==> src/rtl/afs_pkg.sv <==
// Shared types, codes and sizes of the ADTS frame splitter.
package afs_pkg;

   localparam int HDR_BYTES       = 6;
   localparam int MIN_LEN         = 7;
   localparam int LEN_W           = 13;
   localparam int AFS_QUEUE_DEPTH = 4;

   localparam logic [7:0] SYNC_BYTE   = 8'hFF;
   localparam logic [7:0] SYNC_MASK   = 8'hF0;

   localparam logic [1:0] STATUS_OK    = 2'd0;
   localparam logic [1:0] STATUS_SHORT = 2'd1;
   localparam logic [1:0] STATUS_TRUNC = 2'd2;

   typedef enum logic [1:0] {
      OP_BYTE       = 2'd0,
      OP_STATUS     = 2'd1,
      OP_BYTE_TRUNC = 2'd2,
      OP_HEADER     = 2'd3
   } afs_op_type;

   typedef struct packed {
      afs_op_type             op;
      logic [HDR_BYTES*8-1:0] data;
      logic [LEN_W-1:0]       len;
      logic [1:0]             status;
      logic                   last;
   } afs_cmd_type;

endpackage

==> src/rtl/afs_front.sv <==
// Front end: sync hunt, header capture and classification of each input beat.
module afs_front (
   input  logic                 clock,
   input  logic                 reset,
   input  logic                 accept,
   input  logic [7:0]           data_byte,
   input  logic                 stream_end,
   output logic                 push,
   output afs_pkg::afs_cmd_type cmd
);
   import afs_pkg::*;

   typedef enum logic [2:0] {
      PH_HUNT   = 3'b001,
      PH_HEADER = 3'b010,
      PH_BODY   = 3'b100
   } phase_type;

   phase_type        phase_ff, phase_in;
   logic [7:0]       prev_ff, prev_in;
   logic [LEN_W-1:0] seen_ff, seen_in;
   logic [LEN_W-1:0] len_ff, len_in;
   logic [7:0]       hold_ff [HDR_BYTES-1];
   logic             hold_we;
   logic [2:0]       hold_idx;
   logic [7:0]       hold_data;

   logic [LEN_W:0]   seen_next;
   logic [LEN_W-1:0] hdr_len;
   logic             body_last;
   logic             sync_hit;

   assign seen_next = {1'b0, seen_ff} + {{LEN_W{1'b0}}, 1'b1};
   assign hdr_len   = {hold_ff[3][1:0], hold_ff[4], data_byte[7:5]};
   assign body_last = seen_next >= {1'b0, len_ff};
   assign sync_hit  = (prev_ff == SYNC_BYTE) && ((data_byte & SYNC_MASK) == SYNC_MASK);

   always_comb begin
      phase_in   = phase_ff;
      prev_in    = prev_ff;
      seen_in    = seen_ff;
      len_in     = len_ff;
      hold_we    = 1'b0;
      hold_idx   = seen_ff[2:0];
      hold_data  = data_byte;
      push       = 1'b0;
      cmd.op     = OP_BYTE;
      cmd.data   = {{(HDR_BYTES*8-8){1'b0}}, data_byte};
      cmd.len    = len_ff;
      cmd.status = STATUS_OK;
      cmd.last   = 1'b0;
      if (accept) begin
         case (phase_ff)
            PH_HEADER: begin
               if (seen_next[LEN_W-1:0] == LEN_W'(HDR_BYTES)) begin
                  len_in = hdr_len;
                  push   = 1'b1;
                  cmd.len = hdr_len;
                  if (hdr_len < LEN_W'(MIN_LEN)) begin
                     cmd.op     = OP_STATUS;
                     cmd.status = STATUS_SHORT;
                     phase_in   = PH_HUNT;
                     prev_in    = 8'd0;
                     seen_in    = '0;
                  end else if (stream_end) begin
                     cmd.op     = OP_STATUS;
                     cmd.status = STATUS_TRUNC;
                     phase_in   = PH_HUNT;
                     prev_in    = 8'd0;
                     seen_in    = '0;
                  end else begin
                     cmd.op   = OP_HEADER;
                     cmd.data = {data_byte, hold_ff[4], hold_ff[3], hold_ff[2],
                                 hold_ff[1], hold_ff[0]};
                     phase_in = PH_BODY;
                     seen_in  = LEN_W'(HDR_BYTES);
                  end
               end else if (stream_end) begin
                  push       = 1'b1;
                  cmd.op     = OP_STATUS;
                  cmd.len    = '0;
                  cmd.status = STATUS_TRUNC;
                  phase_in   = PH_HUNT;
                  prev_in    = 8'd0;
                  seen_in    = '0;
               end else begin
                  hold_we = 1'b1;
                  seen_in = seen_next[LEN_W-1:0];
               end
            end
            PH_BODY: begin
               push     = 1'b1;
               cmd.last = body_last;
               if (body_last) begin
                  phase_in = PH_HUNT;
                  prev_in  = 8'd0;
                  seen_in  = '0;
               end else if (stream_end) begin
                  cmd.op   = OP_BYTE_TRUNC;
                  phase_in = PH_HUNT;
                  prev_in  = 8'd0;
                  seen_in  = '0;
               end else begin
                  seen_in = seen_next[LEN_W-1:0];
               end
            end
            default: begin
               if (sync_hit) begin
                  if (stream_end) begin
                     push       = 1'b1;
                     cmd.op     = OP_STATUS;
                     cmd.len    = '0;
                     cmd.status = STATUS_TRUNC;
                     phase_in   = PH_HUNT;
                     prev_in    = 8'd0;
                     seen_in    = '0;
                  end else begin
                     hold_we  = 1'b1;
                     hold_idx = 3'd1;
                     seen_in  = LEN_W'(2);
                     len_in   = '0;
                     phase_in = PH_HEADER;
                     prev_in  = 8'd0;
                  end
               end else begin
                  phase_in = PH_HUNT;
                  prev_in  = stream_end ? 8'd0 : data_byte;
                  if (stream_end) begin
                     seen_in = '0;
                  end
               end
            end
         endcase
      end
   end

   always_ff @(posedge clock) begin
      if (reset) begin
         phase_ff <= PH_HUNT;
         prev_ff  <= 8'd0;
         seen_ff  <= '0;
         len_ff   <= '0;
      end else begin
         phase_ff <= phase_in;
         prev_ff  <= prev_in;
         seen_ff  <= seen_in;
         len_ff   <= len_in;
      end
   end

   always_ff @(posedge clock) begin
      hold_ff[0] <= SYNC_BYTE;
      if (hold_we) begin
         hold_ff[hold_idx] <= hold_data;
      end
   end

endmodule

==> src/rtl/afs_queue.sv <==
// Short command queue between the front end and the result sequencer.
module afs_queue #(
   parameter int DEPTH = afs_pkg::AFS_QUEUE_DEPTH
) (
   input  logic                 clock,
   input  logic                 reset,
   input  logic                 push,
   input  afs_pkg::afs_cmd_type push_cmd,
   input  logic                 pop,
   output logic                 full,
   output logic                 not_empty,
   output afs_pkg::afs_cmd_type head
);
   import afs_pkg::*;

   localparam int PTR_W = (DEPTH > 1) ? $clog2(DEPTH) : 1;
   localparam int CNT_W = $clog2(DEPTH + 1);

   afs_cmd_type       slot_ff [DEPTH];
   logic [PTR_W-1:0]  wr_ff, wr_in;
   logic [PTR_W-1:0]  rd_ff, rd_in;
   logic [CNT_W-1:0]  cnt_ff, cnt_in;
   logic              do_push, do_pop;

   assign full      = cnt_ff == CNT_W'(DEPTH);
   assign not_empty = cnt_ff != '0;
   assign head      = slot_ff[rd_ff];
   assign do_push   = push && !full;
   assign do_pop    = pop && not_empty;

   always_comb begin
      wr_in  = wr_ff;
      rd_in  = rd_ff;
      cnt_in = cnt_ff;
      if (do_push) begin
         wr_in = (wr_ff == PTR_W'(DEPTH - 1)) ? '0 : wr_ff + PTR_W'(1);
      end
      if (do_pop) begin
         rd_in = (rd_ff == PTR_W'(DEPTH - 1)) ? '0 : rd_ff + PTR_W'(1);
      end
      if (do_push && !do_pop) begin
         cnt_in = cnt_ff + CNT_W'(1);
      end else if (do_pop && !do_push) begin
         cnt_in = cnt_ff - CNT_W'(1);
      end
   end

   always_ff @(posedge clock) begin
      if (reset) begin
         wr_ff  <= '0;
         rd_ff  <= '0;
         cnt_ff <= '0;
      end else begin
         wr_ff  <= wr_in;
         rd_ff  <= rd_in;
         cnt_ff <= cnt_in;
      end
   end

   always_ff @(posedge clock) begin
      if (do_push) begin
         slot_ff[wr_ff] <= push_cmd;
      end
   end

endmodule

==> src/rtl/afs_back.sv <==
// Back end: expands queued commands into result beats through an output register.
module afs_back (
   input  logic                 clock,
   input  logic                 reset,
   input  logic                 cmd_valid,
   input  afs_pkg::afs_cmd_type cmd,
   output logic                 cmd_pop,
   output logic                 rsp_valid,
   input  logic                 rsp_stall,
   output logic [7:0]           rsp_out_byte,
   output logic                 rsp_byte_valid,
   output logic                 rsp_frame_first,
   output logic                 rsp_frame_last,
   output logic [12:0]          rsp_frame_length,
   output logic [1:0]           rsp_status,
   output logic                 rsp_run_last
);
   import afs_pkg::*;

   logic [2:0]       idx_ff, idx_in;
   logic             load;
   logic             final_beat;
   logic             valid_ff, valid_in;
   logic [7:0]       byte_ff, byte_in;
   logic             bvalid_ff, bvalid_in;
   logic             first_ff, first_in;
   logic             last_ff, last_in;
   logic [LEN_W-1:0] len_ff, len_in;
   logic [1:0]       status_ff, status_in;
   logic             run_ff, run_in;

   assign load    = cmd_valid && (!valid_ff || !rsp_stall);
   assign cmd_pop = load && final_beat;

   always_comb begin
      byte_in    = cmd.data[7:0];
      bvalid_in  = 1'b1;
      first_in   = 1'b0;
      last_in    = 1'b0;
      len_in     = cmd.len;
      status_in  = STATUS_OK;
      run_in     = 1'b1;
      final_beat = 1'b1;
      case (cmd.op)
         OP_BYTE: begin
            last_in = cmd.last;
         end
         OP_STATUS: begin
            byte_in   = 8'd0;
            bvalid_in = 1'b0;
            status_in = cmd.status;
         end
         OP_BYTE_TRUNC: begin
            if (idx_ff == 3'd0) begin
               run_in     = 1'b0;
               final_beat = 1'b0;
            end else begin
               byte_in   = 8'd0;
               bvalid_in = 1'b0;
               status_in = STATUS_TRUNC;
            end
         end
         OP_HEADER: begin
            byte_in    = cmd.data[8*idx_ff +: 8];
            first_in   = idx_ff == 3'd0;
            final_beat = idx_ff == 3'(HDR_BYTES - 1);
            run_in     = final_beat;
         end
         default: begin
            final_beat = 1'b1;
         end
      endcase
   end

   always_comb begin
      idx_in   = idx_ff;
      valid_in = valid_ff;
      if (load) begin
         valid_in = 1'b1;
         idx_in   = final_beat ? 3'd0 : idx_ff + 3'd1;
      end else if (!rsp_stall) begin
         valid_in = 1'b0;
      end
   end

   always_ff @(posedge clock) begin
      if (reset) begin
         idx_ff   <= 3'd0;
         valid_ff <= 1'b0;
      end else begin
         idx_ff   <= idx_in;
         valid_ff <= valid_in;
      end
   end

   always_ff @(posedge clock) begin
      if (load) begin
         byte_ff   <= byte_in;
         bvalid_ff <= bvalid_in;
         first_ff  <= first_in;
         last_ff   <= last_in;
         len_ff    <= len_in;
         status_ff <= status_in;
         run_ff    <= run_in;
      end
   end

   assign rsp_valid        = valid_ff;
   assign rsp_out_byte     = byte_ff;
   assign rsp_byte_valid   = bvalid_ff;
   assign rsp_frame_first  = first_ff;
   assign rsp_frame_last   = last_ff;
   assign rsp_frame_length = len_ff;
   assign rsp_status       = status_ff;
   assign rsp_run_last     = run_ff;

endmodule

==> src/rtl/adts_frame_splitter_core.sv <==
// ADTS frame splitter top level: front end, command queue and result sequencer.
//
// Accepts one stream byte per cycle while req_stall is low. The front end hunts
// for the 12-bit sync, captures the header until the 13-bit frame length is
// known and posts at most one command per byte into a QUEUE_DEPTH-entry queue;
// the back end turns each command into one, two or six result beats, one beat
// per cycle while rsp_stall is low, through a registered output. A frame's
// header releases six beats for the one byte that completes it, and frames are
// at least seven bytes, so the sustained rate is one byte per cycle while
// rsp_stall is low; req_stall rises only while the queue is full. A byte's
// first result goes through a queue slot and the output register to the outputs.
module adts_frame_splitter_core #(
   parameter int QUEUE_DEPTH = afs_pkg::AFS_QUEUE_DEPTH
) (
   input  logic        clock,
   input  logic        reset,
   input  logic        req_valid,
   output logic        req_stall,
   input  logic [7:0]  req_data_byte,
   input  logic        req_stream_end,
   output logic        rsp_valid,
   input  logic        rsp_stall,
   output logic [7:0]  rsp_out_byte,
   output logic        rsp_byte_valid,
   output logic        rsp_frame_first,
   output logic        rsp_frame_last,
   output logic [12:0] rsp_frame_length,
   output logic [1:0]  rsp_status,
   output logic        rsp_run_last
);
   import afs_pkg::*;

   logic        accept;
   logic        push;
   afs_cmd_type push_cmd;
   afs_cmd_type head;
   logic        q_full;
   logic        q_not_empty;
   logic        pop;

   assign req_stall = q_full;
   assign accept    = req_valid && !q_full;

   afs_front u_front (
      .clock      (clock),
      .reset      (reset),
      .accept     (accept),
      .data_byte  (req_data_byte),
      .stream_end (req_stream_end),
      .push       (push),
      .cmd        (push_cmd)
   );

   afs_queue #(
      .DEPTH (QUEUE_DEPTH)
   ) u_queue (
      .clock     (clock),
      .reset     (reset),
      .push      (push),
      .push_cmd  (push_cmd),
      .pop       (pop),
      .full      (q_full),
      .not_empty (q_not_empty),
      .head      (head)
   );

   afs_back u_back (
      .clock            (clock),
      .reset            (reset),
      .cmd_valid        (q_not_empty),
      .cmd              (head),
      .cmd_pop          (pop),
      .rsp_valid        (rsp_valid),
      .rsp_stall        (rsp_stall),
      .rsp_out_byte     (rsp_out_byte),
      .rsp_byte_valid   (rsp_byte_valid),
      .rsp_frame_first  (rsp_frame_first),
      .rsp_frame_last   (rsp_frame_last),
      .rsp_frame_length (rsp_frame_length),
      .rsp_status       (rsp_status),
      .rsp_run_last     (rsp_run_last)
   );

`ifndef SYNTH
   a_no_push_when_full : assert property (@(posedge clock) disable iff (reset)
      push |-> !q_full)
      else $error("command posted into a full queue");

   a_status_only_nonzero : assert property (@(posedge clock) disable iff (reset)
      (rsp_valid && !rsp_byte_valid) |-> (rsp_status != STATUS_OK))
      else $error("status-only beat carries ok status");

   a_first_is_sync : assert property (@(posedge clock) disable iff (reset)
      (rsp_valid && rsp_frame_first) |->
         (rsp_byte_valid && rsp_out_byte == SYNC_BYTE && !rsp_frame_last))
      else $error("frame start beat is not a sync byte");

   a_last_ends_run : assert property (@(posedge clock) disable iff (reset)
      (rsp_valid && rsp_frame_last) |-> (rsp_byte_valid && rsp_run_last))
      else $error("frame end beat does not close its run");
`endif

endmodule

==> config.mk <==
export PLATFORM = sky130hd
export DESIGN_NAME = adts_frame_splitter_core
export DESIGN_NICKNAME = d
export VERILOG_FILES = /design/src/rtl/afs_pkg.sv /design/src/rtl/afs_front.sv /design/src/rtl/afs_queue.sv /design/src/rtl/afs_back.sv /design/src/rtl/adts_frame_splitter_core.sv
export SDC_FILE = /design/constraint.sdc
export NUM_CORES = 1
export LEC_CHECK = 0
export ABC_AREA = 1
export BUFFER_PORTS_ARGS = -buffer_cell sky130_fd_sc_hd__buf_2
export CAP_MARGIN = 0
export CORE_ASPECT_RATIO = 1.2
export CORE_UTILIZATION = 57
export DETAILED_ROUTE_END_ITERATION = 10
export PLACE_DENSITY = 0.74
export RECOVER_POWER = 100
export SLEW_MARGIN = 5
export SYNTH_ARGS = -nofsm -noshare
export SYNTH_HDL_FRONTEND = slang
export SYNTH_SLANG_ARGS = --single-unit
==> constraint.sdc <==
create_clock -name clock -period 8.8 [get_ports clock]
set_input_delay 1.32 -clock clock [delete_from_list [all_inputs] [get_ports clock]]
set_output_delay 1.32 -clock clock [all_outputs]
set_load 0.05 [all_outputs]
# Word-level counts from Yosys, hierarchy flattened
# Memories as Yosys holds them, arrays and structs flattened. A register that Yosys moved wholly into a read port is not among the register bits.
# Cells that the tools add are included.
[totals] register_bits=75 ram_bits=304 in_bits=13 output_inout_bits=29 elab_cells=148 n_memories=2
[op_classes] add_sub_neg=6 order_cmp=2 n_eq_ne=15 shifts=1 n_mux=82 bitwise_logic=1 reduce_logical=23
[memory_table] name="u_queue.slot_ff" depth=4 word_bits=66 read_ports=1 rd_clocked_by_memory_dff=1 wr=1 line_no="afs_queue.sv:19" rtl="afs_cmd_type slot_ff [DEPTH];"
[memory_table] name="u_front.hold_ff" depth=5 word_bits=8 read_ports=5 rd_clocked_by_memory_dff=0 wr=2 line_no="afs_front.sv:23" rtl="logic [7:0] hold_ff [HDR_BYTES-1];"
[ops] cell="48-bit 2-to-1 mux" n=4
[ops] cell="13-bit 2-to-1 mux" n=9
[ops] cell="66-bit 2-to-1 mux" n=1
[ops] cell="8-bit 2-to-1 mux" n=7
[ops] cell="13-bit one-hot mux with 2 select lines" n=2
[ops] cell="48-bit by 7-bit indexed part select with 8-bit output" n=1
[ops] cell="15-bit 2-to-1 mux" n=3
[ops] cell="3-bit 2-to-1 mux" n=13
[ops] cell="2-bit 2-to-1 mux" n=15
[ops] cell="15-bit one-hot mux with 2 select lines" n=1
[ops] cell="8-bit one-hot mux with 3 select lines" n=1
[ops] cell="1-bit 2-to-1 mux" n=18
[ops] cell="8-bit one-hot mux with 2 select lines" n=1
[ops] cell="13-bit by 1-bit adder with 14-bit output, second input constant" n=1
[ops] cell="14-bit by 13-bit >= comparator with 1-bit output" n=1
[ops] cell="13-bit by 3-bit equality test with 1-bit output, second input constant" n=1
[ops] cell="13-bit by 3-bit less-than comparator with 1-bit output, second input constant" n=1
[ops] cell="3-bit equality test, second input constant" n=3
[ops] cell="2-bit equality test, second input constant" n=4
[ops] cell="8-bit equality test, second input constant" n=1
[ops] cell="1-bit logical AND" n=8
[ops] cell="1-bit one-hot mux with 2 select lines" n=4
[ops] cell="2-bit one-hot mux with 2 select lines" n=2
[ops] cell="3-bit by 1-bit adder with 3-bit output, second input constant" n=2
[ops] cell="18 further kinds" n=26

# Depth between registers and ports, before layout
# Gate-level depths: netlist (run 1).
[logic_depth] ltp_word=10 mapped_depth=23 ltp_nobuf=23

# Modules after synthesis
# A second synthesis (run 1) with hierarchy kept.
[hier_totals] hier_cells=1657 hier_area_um2=17877.1
[by_module_without_submodules] module="afs_queue" n_inst=1 cells_each=708 area_per_inst_um2=10879.2 seq_area_each_um2=8107.8
[by_module_without_submodules] module="afs_front" n_inst=1 cells_each=717 area_per_inst_um2=5134.9 seq_area_each_um2=1861.8
[by_module_without_submodules] module="afs_back" n_inst=1 cells_each=230 area_per_inst_um2=1853.0 seq_area_each_um2=890.9
[by_module_without_submodules] module="adts_frame_splitter_core" n_inst=1 cells_each=2 area_per_inst_um2=10.0 seq_area_each_um2=0.0

# Worst setup path before layout (run 1)
# OpenSTA, ideal clock, no wires.
[synth_path] path_type="input to register" startpoint="input req_data_byte[5]" endpoint="memory u_queue.slot_ff[0][0] (netlist bit), enable pin" setup_ps=490 arrival_time_ps=4910 required_time_ps=8310 slack_ps=3400 path_stages=8 path_buffers=0 cell_sequence="inv_1 -> nor3_1 -> nand3_1 -> o21ai_0 -> nand2_1 -> inv_1 -> nand2_2 -> nor2_1"
[synth_between] elab_chain_cells=8
[synth_rtl] element="start, declared" line_no="adts_frame_splitter_core.sv:19" rtl="input logic [7:0] req_data_byte,"
[synth_rtl] element="4-bit equality test" line_no="afs_front.sv:36" rtl="assign sync_hit = (prev_ff == SYNC_BYTE) && ((data_byte & SYNC_MASK) == SYNC_MASK);"
[synth_rtl] element="1-bit logical AND" line_no="afs_front.sv:36"
[synth_rtl] element="1-bit 2-to-1 mux" line_no="afs_front.sv:108" rtl="if (sync_hit) begin"
[synth_rtl] element="1-bit one-hot mux with 2 select lines" line_no="afs_front.sv:53" rtl="case (phase_ff)"
[synth_rtl] element="1-bit 2-to-1 mux" line_no="afs_front.sv:52" rtl="if (accept) begin"
[synth_rtl] element="1-bit logical AND" line_no="afs_queue.sv:28" rtl="assign do_push = push && !full;"
[synth_rtl] element="1-bit 2-to-1 mux" line_no="afs_queue.sv:61" rtl="if (do_push) begin"
[synth_rtl] element="1-bit 2-to-1 mux (implied by the code)" line_no="afs_queue.sv:62" rtl="slot_ff[wr_ff] <= push_cmd;"
[synth_rtl] element="end, declared" line_no="afs_queue.sv:19"
# Every way passes these cells.

==> results of run 1 <==
[sequential cells by signal, indices dropped and copies added, names as in the netlist, 8 cells and up, named ones only]
name	count
u_front.seen_ff	13
u_front.hold_ff	40
u_front.prev_ff	8
u_back.rsp_out_byte	8
u_back.rsp_frame_length	13
u_front.len_ff	13
u_queue.slot_ff	264
[kinds of logic (layout without fill, tap and decap cells)]
| kind of cell | Yosys count | after routing | share of synthesized area, % |
|---|---|---|---|
| simple gates | 502 | 502 | 13.20 |
| flops | 381 | 381 | 66.29 |
| fa+ha+maj | 30 | 30 | 2.337 |
| compound gates | 378 | 378 | 13.00 |
| xor+xnor | 2 | 2 | 0.1069 |
| buf+inv | 211 | 258 | 5.063 |
[tightest hold or removal path, stage by stage, from the launching register on]
cell     delay [ps]
dfxtp_1         310
nand2_1          70
a31oi_1          80
[metal layers]
layer | global-route usage [%] | up-vias | share of wire [%]
li1 | - | 5327 | -
met3 | 3.744 | 108 | 7.8
met2 | 44.65 | 508 | 49
met4 | 12.37 | 0 | 4.1
met5 | 0 | - | 0
met1 | 34.44 | 5516 | 39
[synthesized netlist by cell type (7+ instances only)]
| master | instances |
|---|---|
| a21oi_1 | 68 |
| clkbuf_1 | 64 |
| dfxtp_1 | 58 |
| edfxtp_1 | 323 |
| ha_1 | 29 |
| inv_1 | 130 |
| nand2_1 | 174 |
| nand2_2 | 7 |
| nand3_1 | 44 |
| nand4_1 | 15 |
| nor2_1 | 228 |
| nor2_4 | 12 |
| nor3_1 | 7 |
| o211ai_1 | 18 |
| o21ai_0 | 194 |
| o21ai_1 | 11 |
| o221ai_1 | 15 |
| o22ai_1 | 50 |
[worst max-delay path by stage]
stage / from / to / depth (start not counted)
4_1_cts: flop / u_queue.cnt_ff[1] / 13
6_report: flop / u_back.rsp_out_byte[0] / 9
3_5_place_dp: flop / u_queue.cnt_ff[1] / 13
5_1_grt: flop / u_back.rsp_out_byte[0] / 9
3_3_place_gp: flop / u_queue.cnt_ff[2] / 16
2_1_floorplan: req_data_byte[5] / u_queue.slot_ff[0][0] / 8
[cell usage in the layout, fill, tap and decap left out, types with 3 or more instances in the layout]
cell	instances
nor3_1	8
ha_1	29
clkbuf_16	38
o21ai_1	4
nand2_1	179
nand4_1	15
o221ai_1	15
a21boi_0	4
nor4_1	3
clkinv_2	4
clkinv_1	7
inv_2	4
o21ai_0	201
buf_4	9
edfxtp_1	323
clkbuf_1	55
o22ai_1	50
inv_1	129
nand3_1	45
nor2_4	6
o22a_1	5
buf_2	3
a21oi_1	68
o211ai_1	18
clkbuf_8	3
nor2_2	5
dfxtp_1	57
bufinv_16	3
nor2_1	236
a32o_1	3
[metrics by stage]
stage / instances / cell area (um2) / hold WS, ps
floorplan: 1504 / 16380 / 459.8
global route: 1930 / 17880 / 530.1
global placement: 1865 / 16900 / 491.5
CTS: 1930 / 18080 / 503.1
detailed placement: 1865 / 16900 / 493.2
finish: 1930 / 17880 / 500.9
[power breakdown]
group / internal (mW) / switching [mW]
clock: 0.908 / 0.633
sequential: 2.06 / 0.0562
combinational: 0.217 / 0.724
total: 3.18 / 1.41
[area by class of cell]
type | count | area (um2)
Sequential cell | 381 | 10860
Fill cell | 2157 | 10200
Multi-Input combinational cell | 912 | 4601
Clock buffer | 52 | 1033
Inverter | 137 | 515.5
Tap cell | 379 | 474.2
Timing Repair Buffer | 56 | 247.7
Clock inverter | 13 | 151.4
==> impl_metrics.yaml, run 1 <==
synthesis:
  synth.area.top_cells: "edfxtp_1 59%, dfxtp_1 7.1%, o21ai_0 5.9%, nor2_1 5.2%, nand2_1 4.0%"
  synth.top_cell.area_share_pct: 59.20
  syn_area_per_cell_um2: 10.89
  synth-seq-cells: 381
  synthCells: 1504
  ys.flop_type: "edfxtp_1"
  synth_nets: 1547
  yosysUniqueCellTypes: 45
  synthArstFlopShare_pct: 0
  synth_edf_count: 323
  synth_top_area_cell: "edfxtp_1"
  synth_seq_area_share_pct: 66.29
  netlist_area_mm2: 0.01638
  ys_warn_count: 0
clock_tree:
  cts.sinks: 381
  clockBufferDepth: 3
  insertion_delay_ps: 520
  cts_hold_buf: 0
  post_cts_buffers: 0
  htreeDepth: 2
  cts-buffers-inserted: 36
  cts-root-buf: "clkbuf_16"
  cts-resized-gates: 0
  clk_pin_slew_ps: 60
  cts_tree: "built"
worst_setup_path:
  crit_type: "flop to flop"
  critical_path_required_ps: 9120
  cp-end-kind: "flop"
  crit_fanout: 86
  worst_path_most_repeated_cell: "o21ai_0"
  timing.rr.end: "u_back.rsp_out_byte[0]"
  cpPeakStageDelay_ps: 2580
  arrival_ps: 6140
  cp_top_family: "buffers and inverters"
  startpoint_type: "flop"
  r2r_slack_ps: 2990
  rr_worst_depth: 9
  cp_num_buf_inv: 1
  crit_chain: "clkbuf_1 -> o21ai_0 -> o22ai_1 -> o21ai_0 -> nand2_1 -> nand3_1 -> nand2_1 -> nand3_1 -> o21ai_0"
  slowest_stage: "clkbuf_1"
run_status:
  status: "complete, but fails checks"
  violations: "capacitance limit, slew limit"
sta:
  rsz0062_at_grt: "false"
  max_freq_ghz: 0.1720
  hold_viol_final: 0
  timing.slew.headroom_pct: -138.2
  setup_tns_ps: 0
  clock_skew_ps: 20.89
  fin_crit_sh_pct: 66.06
  worst_pin_slew_ps: 3572
  min_period_ps: 5813
  setup_viol: 0
  fin_ws_ps: 2987
  slew_viol_final: 174
routing:
  wl_per_cell_um: 19.89
  ant_nets: 0
  drt_iter0_drc: 1218
  drt-pass1-iter-count: 5
  drt_wl_total_um: 38380
  vias: 11460
  route.detailed.drc: 0
  vias_per_cell: 5.937
global_routing:
  grt_util_all_layers_pct: 26.72
  grt_max_degree: 95
  grt_pass1_wl_um: 59410
  grt_overflow: 0
  antenna_found_initial: 0
  grt_pass1_vias: 11070
job:
  drv_cap: 4
floorplan:
  io_pins: 42
  die_w_um: 156.8
  dieArea_mm2: 0.02943
  start_util_pct: 58.34
  placementRows: 67
  die_height_um: 187.7
  core_mm2: 0.02808
finish:
  n_antenna_cell: 0
  postLayoutCoreUtil_pct: 63.68
  drive_above_1_share_pct: 5.287
  fin_nets: 1567
  syn2layout_area_growth_pct: 9.165
worst_hold_path:
  holdPathEnd: "u_front.phase_ff[1]"
  hp-class: "flop to flop"
  hold_start: "u_front.phase_ff[1]"
  hold_depth: 2
power_and_ir_drop:
  p_total_mw: 4.597
  ir_worst_vdd_uv: 148.8
  p_leak_nw: 6.505
  cellPowerDensity_mw_per_mm2: 257.0
placed_design:
  gp_congestion: 0.9086
  dp_hpwl_um: 23520
  dp_slack_ps: 4464
  io_buffers: 41
Power figures use the tool's default switching activity.
==> run 2, diff against run 1 <==
==> constraint.sdc (replaced) <==
create_clock -name clock -period 5.9 [get_ports clock]
set_input_delay 0.885 -clock clock [delete_from_list [all_inputs] [get_ports clock]]
set_output_delay 0.885 -clock clock [all_outputs]
set_load 0.05 [all_outputs]
==> impl_metrics.yaml, run 2 (synthesis gave the netlist of run 1 again) <==
worst_hold_path:
  hold_start: "u_front.phase_ff[1]"
  hold_depth: 2
  hp-class: "flop to flop"
  holdPathEnd: "u_front.phase_ff[1]"
routing:
  ant_nets: 0
  route.detailed.drc: 0
  drt-pass1-iter-count: 6
  vias_per_cell: 5.881
  drt_wl_total_um: 38200
  drt_iter0_drc: 1145
  wl_per_cell_um: 19.76
  vias: 11370
clock_tree:
  cts_tree: "built"
  cts-buffers-inserted: 36
  clockBufferDepth: 3
  cts.sinks: 381
  cts-root-buf: "clkbuf_16"
  post_cts_buffers: 0
  clk_pin_slew_ps: 70
  cts-resized-gates: 0
  htreeDepth: 2
  cts_hold_buf: 0
  insertion_delay_ps: 520
global_routing:
  grt_overflow: 0
  antenna_found_initial: 0
  grt_pass1_vias: 10870
  grt_pass1_wl_um: 59440
  grt_max_degree: 71
  grt_util_all_layers_pct: 26.62
placed_design:
  io_buffers: 41
  gp_congestion: 0.9372
  place_area_mm2: 0.01693
  dp_hpwl_um: 23920
sta:
  max_freq_ghz: 0.2149
  fin_crit_sh_pct: 78.86
  slew_viol_final: 102
  rsz0062_at_grt: "false"
  clock_skew_ps: 12.66
  hold_viol_final: 0
  setup_tns_ps: 0
  min_period_ps: 4652
  setup_viol: 0
  timing.slew.headroom_pct: -95.43
  worst_pin_slew_ps: 2932
worst_setup_path:
  cp_top_family: "buffers and inverters"
  critical_path_required_ps: 6230
  timing.rr.end: "u_back.rsp_out_byte[0]"
  cp-end-kind: "flop"
  arrival_ps: 4980
  rr_worst_depth: 9
  cpPeakStageDelay_ps: 2120
  r2r_slack_ps: 1250
  crit_type: "flop to flop"
  worst_path_most_repeated_cell: "o21ai_0"
  crit_fanout: 70
  startpoint_type: "flop"
  slowest_stage: "clkbuf_1"
  crit_chain: "clkbuf_1 -> o21ai_0 -> o221ai_1 -> o21ai_0 -> nand2_1 -> nand3_1 -> nand2_1 -> nand3_1 -> o21ai_0"
  cp_num_buf_inv: 1
finish:
  largest_reg_flops: 264
  fin_nets: 1571
  design_area_mm2: 0.01780
  n_antenna_cell: 0
  final_cell_mix: "323 x edfxtp_1, 236 x nor2_1, 200 x o21ai_0, 178 x nand2_1, 129 x inv_1"
  syn2layout_area_growth_pct: 8.637
  final.fill_count: 2162
  final_common_cell: "edfxtp_1"
  regMostFlops: "u_queue.slot_ff"
  largestRegisters: "u_queue.slot_ff: 264 flops, u_front.hold_ff: 40 flops"
  drive_above_1_share_pct: 5.341
power_and_ir_drop:
  p_total_mw: 6.694
  p_sw_share_pct: 31.55
  internal_power_mw: 4.582
  p_leak_nw: 6.468
  comb_power_share_pct: 20.9
  ir_worst_vdd_uv: 234.7
  p_switching_mw: 2.112
  cellPowerDensity_mw_per_mm2: 376.1
  clkPwrFrac_pct: 31.8
  p_seq_share_pct: 47.3
run_status:
  violations: "capacitance limit, slew limit"
  status: "complete, but fails checks"
floorplan:
  die_w_um: 156.8
  dieArea_mm2: 0.02943
  io_pins: 42
  core_mm2: 0.02808
  placementRows: 67
  die_height_um: 187.7
  start_util_pct: 58.34
job:
  drv_cap: 2
-- run 2: cell count changes in the layout (fill, tap and decap cells not counted), moves of 2 or more --
cell,previous run,this run
buf_4,9,12
bufinv_16,3,0
clkbuf_1,55,59
clkinv_4,0,2
-- run 2: tightest hold or removal path, stage by stage, from the launching register on --
cell and delay (ps):
dfxtp_1 310, nand2_1 60, a31oi_1 80
-- run 2: stage by stage --
step / std cells / utilization, % / hold WS, ps / setup WS [ps]
5_1_grt: 1933 / 63.38 / 518.7 / 780.2
3_3_place_gp: 1869 / 60.27 / 481.3 / 2016
3_5_place_dp: 1869 / 60.27 / 488.6 / 1881
2_1_floorplan: 1504 / - / 459.8 / 846.0
6_report: 1933 / 63.38 / 506.0 / 1248
4_1_cts: 1933 / 64.07 / 503.8 / 1812
-- run 2: worst max path at each step --
stage                                  start                endpoint  cells past startpoint
after floorplan           u_front.seen_ff[1]   u_queue.slot_ff[0][0]                     15
after global placement                  flop       u_queue.cnt_ff[2]                     16
after detailed placement                flop       u_queue.cnt_ff[2]                     16
after CTS                               flop       u_queue.cnt_ff[2]                     16
after global routing                    flop  u_back.rsp_out_byte[0]                      9
final                                   flop  u_back.rsp_out_byte[0]                      9
-- run 2: per-layer routing --
layer	vias to the layer above	routed length [um]	share of wire [%]	track usage, %
li1	5340	-	-	-
met3	102	2945	7.7	3.744
met5	-	0	0	0
met1	5399	15140	40	35.21
met2	527	18700	49	44.07
met4	0	1420	3.7	11.12
-- run 2: power by group through the flow --
| stage | Sequential (mW) | Combinational (mW) | Clock [mW] |
|---|---|---|---|
| 5_1_grt | 3.18 | 1.52 | 2.25 |
| 3_3_place_gp | 3.21 | 1.40 | 0 |
| 2_1_floorplan | 3.53 | 0.710 | 0 |
| 6_report | 3.16 | 1.40 | 2.13 |
| 3_5_place_dp | 3.21 | 1.42 | 0 |
| 4_1_cts | 3.16 | 1.43 | 2.15 |
-- run 2: cell type report --
type	count	area, um2	area share, %
inverters	137	515.5	2.896
repair buffers	60	274.0	1.540
flip-flops and latches	381	10870	61.05
clock inverters	11	60.06	0.3374
clock buffers	53	1006	5.652
multi-input cells	912	4603	25.86
well taps	379	474.2	2.664
